`config.mk`:
```
export PLATFORM = sky130hd
export DESIGN_NAME = stun_mapped_port_extractor_flat
export DESIGN_NICKNAME = d
export VERILOG_FILES = /design/src/stun_map_pkg.sv /design/src/stun_map_if.sv /design/src/stun_map_parser.sv /design/src/stun_map_outbuf.sv /design/src/stun_mapped_port_extractor.sv /design/src/flat_wrapper.sv
export SDC_FILE = /design/constraint.sdc
export NUM_CORES = 1
export LEC_CHECK = 0
export BUFFER_PORTS_ARGS = -buffer_cell sky130_fd_sc_hd__clkbuf_2
export CAP_MARGIN = 20
export CORE_MARGIN = 10
export CORE_UTILIZATION = 66
export CTS_BUF_LIST = sky130_fd_sc_hd__clkbuf_2
export DETAILED_ROUTE_END_ITERATION = 10
export GPL_ROUTABILITY_DRIVEN = 0
export PLACE_DENSITY = 0.8
export SLEW_MARGIN = 30
export SYNTH_ARGS = -nofsm -noshare
export SYNTH_HDL_FRONTEND = slang
export SYNTH_SLANG_ARGS = --single-unit
```
`constraint.sdc`:
```
create_clock -name clk -period 16.9 [get_ports clk]
set_input_delay 2.535 -clock clk [delete_from_list [all_inputs] [get_ports clk]]
set_output_delay 2.535 -clock clk [all_outputs]
set_load 0.03 [all_outputs]
```
`src/stun_map_pkg.sv`:
```
`timescale 1ns / 1ps
// ----------------------------------------------------------------------------
// STUN mapped-port extractor package
// Shared constants, result codes and the result type used between modules.
// ----------------------------------------------------------------------------
package stun_map_pkg;

    // Longest datagram that is parsed; later bytes are dropped.
    localparam int MAX_BYTES = 1024;
    localparam int OFFSET_W  = $clog2(MAX_BYTES + 1);

    // Attribute lengths and offsets are compared in this width, which holds a
    // padded 16-bit length plus the attribute header.
    localparam int SPAN_W = 18;

    localparam int HEADER_BYTES = 20;

    localparam logic [15:0] BIND_RESP_TYPE       = 16'h0101;
    localparam logic [15:0] ATTR_MAPPED_ADDR     = 16'h0001;
    localparam logic [15:0] ATTR_XOR_MAPPED_ADDR = 16'h0020;
    localparam logic [15:0] MAGIC_COOKIE_HI      = 16'h2112;

    // Attribute header length and the offset of the port within the attribute.
    localparam int ATTR_HDR_BYTES = 4;
    localparam int PORT_OFFSET    = 6;

    typedef enum logic [2:0] {
        ST_MAPPED     = 3'd0,
        ST_XMAPPED    = 3'd1,
        ST_SHORT      = 3'd2,
        ST_WRONG_TYPE = 3'd3,
        ST_BAD_LEN    = 3'd4,
        ST_NONE       = 3'd5,
        ST_UNDECIDED  = 3'd7
    } status_t;

    typedef struct packed {
        status_t     status;
        logic [15:0] mapped_port;
    } result_t;

    typedef struct packed {
        logic    valid;
        result_t res;
    } result_beat_t;

endpackage

```
`src/stun_map_if.sv`:
```
`timescale 1ns / 1ps
// ----------------------------------------------------------------------------
// STUN mapped-port extractor channels
// Valid/ready channels for datagram bytes in and parse results out.
// ----------------------------------------------------------------------------
interface stun_map_in_if;
    logic       valid;
    logic       ready;
    logic [7:0] data_byte;
    logic       end_of_datagram;

    modport source (output valid, output data_byte, output end_of_datagram, input ready);
    modport sink   (input valid, input data_byte, input end_of_datagram, output ready);
endinterface

interface stun_map_out_if;
    logic        valid;
    logic        ready;
    logic [2:0]  status;
    logic [15:0] mapped_port;

    modport source (output valid, output status, output mapped_port, input ready);
    modport sink   (input valid, input status, input mapped_port, output ready);
endinterface

```
`src/stun_map_parser.sv`:
```
`timescale 1ns / 1ps
// ----------------------------------------------------------------------------
// STUN mapped-port extractor byte parser
// Walks header and attributes one byte per cycle while the output buffer has space, and forms the result.
// ----------------------------------------------------------------------------
module stun_map_parser
(
    input  logic                       clk,
    input  logic                       rst_n,
    stun_map_in_if.sink                datagram,
    input  logic                       space_ok,
    output stun_map_pkg::result_beat_t beat
);
    import stun_map_pkg::*;

    typedef enum logic [1:0] {
        PH_HEADER,
        PH_ATTR,
        PH_CAND,
        PH_DONE
    } phase_t;

    phase_t              phase_reg,   phase_next;
    logic [OFFSET_W-1:0] offset_reg,  offset_next;
    logic [15:0]         type_reg,    type_next;
    logic [OFFSET_W-1:0] idx_reg,     idx_next;
    logic [15:0]         kind_reg,    kind_next;
    logic [15:0]         len_reg,     len_next;
    logic [15:0]         port_reg,    port_next;
    status_t             verdict_reg, verdict_next;
    logic [OFFSET_W-1:0] cand_reg,    cand_next;

    logic accept;
    logic active;

    assign datagram.ready = space_ok;
    assign accept         = datagram.valid && space_ok;
    assign active         = offset_reg < OFFSET_W'(MAX_BYTES);

    always_comb
    begin
        logic [SPAN_W-1:0] walk_end;
        logic [SPAN_W-1:0] value_end;
        logic [SPAN_W-1:0] idx_ext;
        logic              is_mapped;

        phase_next   = phase_reg;
        offset_next  = offset_reg;
        type_next    = type_reg;
        idx_next     = idx_reg;
        kind_next    = kind_reg;
        len_next     = len_reg;
        port_next    = port_reg;
        verdict_next = verdict_reg;
        cand_next    = cand_reg;
        walk_end     = '0;
        is_mapped    = (kind_reg == ATTR_MAPPED_ADDR) ||
                       (kind_reg == ATTR_XOR_MAPPED_ADDR);
        beat.valid           = 1'b0;
        beat.res.status      = ST_NONE;
        beat.res.mapped_port = '0;

        if (accept && active)
        begin
            offset_next = offset_reg + 1'b1;
            unique case (phase_reg)
                PH_HEADER:
                begin
                    if (offset_reg == '0)
                        type_next = {datagram.data_byte, 8'h00};
                    else if (offset_reg == OFFSET_W'(1))
                        type_next = {type_reg[15:8], datagram.data_byte};
                    if (offset_reg == OFFSET_W'(HEADER_BYTES - 1))
                    begin
                        if (type_reg != BIND_RESP_TYPE)
                        begin
                            verdict_next = ST_WRONG_TYPE;
                            phase_next   = PH_DONE;
                        end
                        else
                        begin
                            phase_next = PH_ATTR;
                            idx_next   = '0;
                        end
                    end
                end
                PH_ATTR:
                begin
                    idx_next = idx_reg + 1'b1;
                    case (idx_reg)
                        OFFSET_W'(0): kind_next = {datagram.data_byte, 8'h00};
                        OFFSET_W'(1): kind_next = {kind_reg[15:8], datagram.data_byte};
                        OFFSET_W'(2): len_next  = {datagram.data_byte, 8'h00};
                        OFFSET_W'(3):
                        begin
                            len_next = {len_reg[15:8], datagram.data_byte};
                            if (is_mapped)
                            begin
                                if (len_next < 16'(ATTR_HDR_BYTES))
                                begin
                                    verdict_next = ST_BAD_LEN;
                                    phase_next   = PH_DONE;
                                end
                                else
                                begin
                                    phase_next = PH_CAND;
                                    cand_next  = OFFSET_W'(ATTR_HDR_BYTES);
                                end
                            end
                        end
                        default: ;
                    endcase
                    // Skip to the next attribute once the padded value is consumed.
                    walk_end = ((SPAN_W'(len_next) + SPAN_W'(3)) & ~SPAN_W'(3)) +
                               SPAN_W'(ATTR_HDR_BYTES);
                    if ((phase_next == PH_ATTR) &&
                        (idx_next >= OFFSET_W'(ATTR_HDR_BYTES)) &&
                        (SPAN_W'(idx_next) >= walk_end))
                        idx_next = '0;
                end
                PH_CAND:
                begin
                    if (idx_reg == OFFSET_W'(PORT_OFFSET))
                        port_next = {datagram.data_byte, port_reg[7:0]};
                    else if (idx_reg == OFFSET_W'(PORT_OFFSET + 1))
                        port_next = {port_reg[15:8], datagram.data_byte};
                    if (idx_reg < OFFSET_W'(PORT_OFFSET + 2))
                        idx_next = idx_reg + 1'b1;
                    cand_next = cand_reg + 1'b1;
                end
                PH_DONE: ;
                default: ;
            endcase
        end

        value_end = SPAN_W'(len_next) + SPAN_W'(ATTR_HDR_BYTES);
        idx_ext   = SPAN_W'(idx_next);

        if (accept && datagram.end_of_datagram)
        begin
            beat.valid = 1'b1;
            if (offset_next < OFFSET_W'(HEADER_BYTES))
                beat.res.status = ST_SHORT;
            else if (verdict_next != ST_UNDECIDED)
                beat.res.status = verdict_next;
            else if (phase_next == PH_CAND)
            begin
                if (SPAN_W'(cand_next) >= value_end)
                begin
                    if (kind_next == ATTR_XOR_MAPPED_ADDR)
                    begin
                        beat.res.status      = ST_XMAPPED;
                        beat.res.mapped_port = port_next ^ MAGIC_COOKIE_HI;
                    end
                    else
                    begin
                        beat.res.status      = ST_MAPPED;
                        beat.res.mapped_port = port_next;
                    end
                end
                else
                    beat.res.status = ST_BAD_LEN;
            end
            else if (phase_next == PH_ATTR)
            begin
                if (idx_next == '0)
                    beat.res.status = ST_NONE;
                else if (idx_ext < value_end)
                    beat.res.status = ST_BAD_LEN;
                else
                    beat.res.status = ST_NONE;
            end

            // Back to the idle state for the next datagram.
            phase_next   = PH_HEADER;
            offset_next  = '0;
            type_next    = '0;
            idx_next     = '0;
            kind_next    = '0;
            len_next     = '0;
            port_next    = '0;
            verdict_next = ST_UNDECIDED;
            cand_next    = '0;
        end
    end

    always_ff @(posedge clk or negedge rst_n)
    begin
        if (!rst_n)
        begin
            phase_reg   <= PH_HEADER;
            offset_reg  <= '0;
            type_reg    <= '0;
            idx_reg     <= '0;
            kind_reg    <= '0;
            len_reg     <= '0;
            port_reg    <= '0;
            verdict_reg <= ST_UNDECIDED;
            cand_reg    <= '0;
        end
        else
        begin
            phase_reg   <= phase_next;
            offset_reg  <= offset_next;
            type_reg    <= type_next;
            idx_reg     <= idx_next;
            kind_reg    <= kind_next;
            len_reg     <= len_next;
            port_reg    <= port_next;
            verdict_reg <= verdict_next;
            cand_reg    <= cand_next;
        end
    end

endmodule

```
`src/stun_map_outbuf.sv`:
```
`timescale 1ns / 1ps
// ----------------------------------------------------------------------------
// STUN mapped-port extractor result buffer
// Output register with a skid entry so the parser keeps running under stall until the skid entry is full.
// ----------------------------------------------------------------------------
module stun_map_outbuf
(
    input  logic                       clk,
    input  logic                       rst_n,
    input  stun_map_pkg::result_beat_t beat,
    output logic                       space_ok,
    stun_map_out_if.source             result
);
    import stun_map_pkg::*;

    logic    main_valid_reg, main_valid_next;
    logic    skid_valid_reg, skid_valid_next;
    result_t main_reg,       main_next;
    result_t skid_reg,       skid_next;
    logic    pop;

    assign space_ok           = !skid_valid_reg;
    assign result.valid       = main_valid_reg;
    assign result.status      = main_reg.status;
    assign result.mapped_port = main_reg.mapped_port;
    assign pop                = main_valid_reg && result.ready;

    always_comb
    begin
        main_valid_next = main_valid_reg;
        skid_valid_next = skid_valid_reg;
        main_next       = main_reg;
        skid_next       = skid_reg;
        if (pop)
        begin
            if (skid_valid_reg)
            begin
                main_next       = skid_reg;
                skid_valid_next = 1'b0;
            end
            else
            begin
                main_valid_next = beat.valid;
                main_next       = beat.res;
            end
        end
        else if (!main_valid_reg)
        begin
            main_valid_next = beat.valid;
            main_next       = beat.res;
        end
        else if (beat.valid)
        begin
            skid_valid_next = 1'b1;
            skid_next       = beat.res;
        end
    end

    always_ff @(posedge clk or negedge rst_n)
    begin
        if (!rst_n)
        begin
            main_valid_reg <= 1'b0;
            skid_valid_reg <= 1'b0;
        end
        else
        begin
            main_valid_reg <= main_valid_next;
            skid_valid_reg <= skid_valid_next;
        end
    end

    always_ff @(posedge clk)
    begin
        main_reg <= main_next;
        skid_reg <= skid_next;
    end

endmodule

```
`src/stun_mapped_port_extractor.sv`:
```
`timescale 1ns / 1ps
// ----------------------------------------------------------------------------
// STUN mapped-port extractor
// Parses a STUN binding response byte by byte and reports the mapped port.
// ----------------------------------------------------------------------------
// Usage: the datagram channel carries one byte of a received datagram per
// item, with end_of_datagram set on its final byte. Each item is parsed in
// the cycle it is accepted, so a new byte can be taken in every cycle while
// the result buffer has room; the rate is then one item per cycle.
// Only the final byte of a datagram produces an item on the result channel:
// a status code and, for a MAPPED-ADDRESS or XOR-MAPPED-ADDRESS hit, the
// port. The result is registered in the output buffer before it appears.
// Bytes beyond the first MAX_BYTES of a datagram are accepted and dropped,
// but their end flag still produces a result.
// When the receiver stalls, results wait in the output register and one
// further result can be held in a skid entry; only when both are full is
// datagram ready taken low. Until then, parsing continues.
// Reset returns the parser to the start of a datagram and empties the
// result buffer; no clearing pass is needed and the block is ready at once.
// ----------------------------------------------------------------------------
module stun_mapped_port_extractor
(
    input  logic           clk,
    input  logic           rst_n,
    stun_map_in_if.sink    datagram,
    stun_map_out_if.source result
);
    import stun_map_pkg::*;

    // Result of the final byte, handed from the parser to the output buffer.
    result_beat_t beat;
    // High while the output buffer can take one more result.
    logic         space_ok;

    stun_map_parser u_parser
    (
        .clk      (clk),
        .rst_n    (rst_n),
        .datagram (datagram),
        .space_ok (space_ok),
        .beat     (beat)
    );

    stun_map_outbuf u_outbuf
    (
        .clk      (clk),
        .rst_n    (rst_n),
        .beat     (beat),
        .space_ok (space_ok),
        .result   (result)
    );

endmodule

```
`src/flat_wrapper.sv`:
```
// flat-port wrapper written by rule: the top's interface ports become plain ports
module stun_mapped_port_extractor_flat import stun_map_pkg::*;
  (clk, rst_n, datagram_valid, datagram_data_byte, datagram_end_of_datagram, datagram_ready, result_valid, result_status, result_mapped_port, result_ready);
  stun_map_in_if datagram_i ();
  stun_map_out_if result_i ();
  input  logic clk;
  input  logic rst_n;
  input wire logic [$bits(datagram_i.valid)-1:0] datagram_valid;
  input wire logic [$bits(datagram_i.data_byte)-1:0] datagram_data_byte;
  input wire logic [$bits(datagram_i.end_of_datagram)-1:0] datagram_end_of_datagram;
  output wire logic [$bits(datagram_i.ready)-1:0] datagram_ready;
  output wire logic [$bits(result_i.valid)-1:0] result_valid;
  output wire logic [$bits(result_i.status)-1:0] result_status;
  output wire logic [$bits(result_i.mapped_port)-1:0] result_mapped_port;
  input wire logic [$bits(result_i.ready)-1:0] result_ready;
  assign datagram_i.valid = datagram_valid;
  assign datagram_i.data_byte = datagram_data_byte;
  assign datagram_i.end_of_datagram = datagram_end_of_datagram;
  assign datagram_ready = datagram_i.ready;
  assign result_valid = result_i.valid;
  assign result_status = result_i.status;
  assign result_mapped_port = result_i.mapped_port;
  assign result_i.ready = result_ready;
  stun_mapped_port_extractor u_core (.clk(clk), .rst_n(rst_n), .datagram(datagram_i), .result(result_i));
endmodule
```
==> results.ini <==
[outcome]
status = finished, final reports clean

[finish]
largest_reg_flops = 19
final_core_util_pct = 70.9
area_growth_pct = 4.93
diodes = 0
layoutNonFillerInstCount = 1226
fin_nets = 1090
drive_above_1_share_pct = 10.8

[timing]
period_share_pct = 47.0
hold_slack_ps = 542
setup_viol = 0
max_freq_ghz = 0.126
rsz0062_at_grt = false
fin_setup_tns_ps = 0
hold_viol = 0
skew_ps = 55.5
final-max-slew-violation-count = 0
period_needed_ps = 7940
worst_pin_slew_ps = 925
relSlewSlack_pct = 38.3

[route]
remaining_drc_errors = 0
vias = 8279
wire_per_inst_um = 20.0
routed_wl_um = 24500
drtAntennaViolNets = 0
drt_iter0_markers = 1027
via_per_inst = 6.75
drtPass1Iterations = 6

[clocking]
cts.path.max_buffers = 2
cts_buffers = 17
cts_root_buf = clkbuf_2
clock_latency_ps = 780
ctsResizeCount = 0
cts_sinks = 142
cts_tree = done
postCtsSetupBuffers = 0
hold_buffers = 0
cts.clk_slew.worst_paths_ps = 220
cts_max_level = 4

[die]
die-area_um2 = 19500
die_y_um = 139
start_util_pct = 67.6
die_w_um = 139
coreArea_um2 = 13900
rows = 43
boundaryPins = 34

[critical_path]
slowest_stage = a211oi_1
cp-start-kind = input port
critPathCaptureType = flop
cp_max_fo = 14
crit_required_ps = 17400
slowest_delay_ps = 460
arrival_ps = 8440
path_class = in2reg

[global_route]
grt-ovfl-total = 0
grt_use_total_pct = 24.6
grt_pass1_vias = 7609
antenna_found_initial = 0
grt_max_degree = 77
grt_pass1_wl_um = 39800

[placement]
io_buffers = 33
dp.cells = 1194
dp_hpwl_um = 17400

[yosys]
synth-seq-cells = 142
ys_seq_area_share_pct = 39.8
synth_warnings = 0
syn_inst = 1042
synth-async-reset-ratio_pct = 73.2
syn_avg_cell_area_um2 = 9.04
synth_top_cells_by_area = dfrtp_1 (27%), edfxtp_1 (12%), ha_1 (5.8%)
synthTopCellsByCount = nor2_1 (143), dfrtp_1 (101), nand2_1 (95)
synth_edf_count = 38
synth_cell_types = 83
synth_top_area_share_pct = 26.8
synth_top_cell_by_area = dfrtp_1
synth_flop_cell = dfrtp_1
synth_fp_nets = 1099
yosysMostFrequentCell = nor2_1
netlist_area_um2 = 9420

[power_and_ir_drop]
power_w = 0.000780
leakagePower_nw = 4.21
powerDensity_nw_per_um2 = 78.9
ir_worst_vdd_uv = 90.2

[run]
drv_cap = 0

[hold_path]
hold_path.class = reg2reg

## metal layers
metal / GRT usage, % / wire [um] / vias up
met1: 33.4 / 10400 / 3974
met4: 10.6 / 793 / 0
met5: 0 / 0 / -
li1: - / - / 3826
met2: 36.8 / 11000 / 417
met3: 5.68 / 2270 / 62
## path summary, 6_finish.rpt
path                                             start  slack, ps                      endpoint  cells past startpoint
min in group asynchronous                        rst_n       1650   u_core.u_parser.cand_reg[3]                      1
max                              datagram_data_byte[2]       8960  u_core.u_outbuf.skid_reg[16]                     30
min reg2reg                u_core.u_parser.type_reg[6]        540   u_core.u_parser.type_reg[6]                      1
max in group asynchronous                        rst_n      14220  u_core.u_parser.kind_reg[10]                      2
min                        u_core.u_parser.type_reg[6]        540   u_core.u_parser.type_reg[6]                      1
max reg2reg                 u_core.u_parser.idx_reg[1]       9210  u_core.u_outbuf.skid_reg[16]                     30
## power breakdown
group	internal, W	switching, W
clock network	0.0000763	0.000145
registers	0.000385	0.0000199
logic	0.0000459	0.000108
total	0.000507	0.000273
## worst max-delay path, delay by kind of cell
family | cells | cell delay (ps)
compound gates | 11 | 2310
xor+xnor | 2 | 260
buf+inv | 4 | 620
fa+ha+maj | 3 | 680
simple gates | 10 | 2030
## cells by family after synthesis
logic type      Yosys count  share of synthesized area, %
xor+xnor                 39                          3.63
fa+ha+maj                44                          5.84
simple gates            431                          22.8
compound gates          256                          19.9
flops                   142                          39.8
mux                      36                          3.89
buf+inv                  94                          4.13
## cell usage in the layout (no fill, tap or decap), types with 7 or more instances in the layout
cell	count
and2_1	24
o21ai_1	11
dfrtp_1	101
a22o_1	29
a22oi_1	35
nand2_1	94
edfxtp_1	38
xor2_1	17
o21a_1	7
o21ai_0	35
nor4_1	14
a21oi_1	39
nor3_1	25
ha_1	44
nor2b_1	7
o211ai_1	7
buf_4	7
a32oi_1	7
nand3_1	37
and3_1	8
nor2_1	142
a32o_1	8
clkbuf_2	49
or2_2	8
or3_1	13
xnor2_1	22
nand4_1	19
mux2i_1	31
o22ai_1	7
inv_1	26
a21o_1	12
## layout make-up
class | instances | area, um^2
clock buffer | 17 | 85.1
clock inverter | 15 | 191
fill | 1124 | 4050
inverter | 26 | 97.6
multi-input combinational | 806 | 5310
sequential | 142 | 3750
tap | 180 | 225
timing repair buffer | 40 | 224
## metrics by stage
step	worst slack, ps	instance area [um^2]
after floorplan	9350	9420
after global placement	8530	9580
after detailed placement	8240	9590
after CTS	9080	9870
after global routing	8480	9880
final	8960	9880
Power figures use the tool's default switching activity.
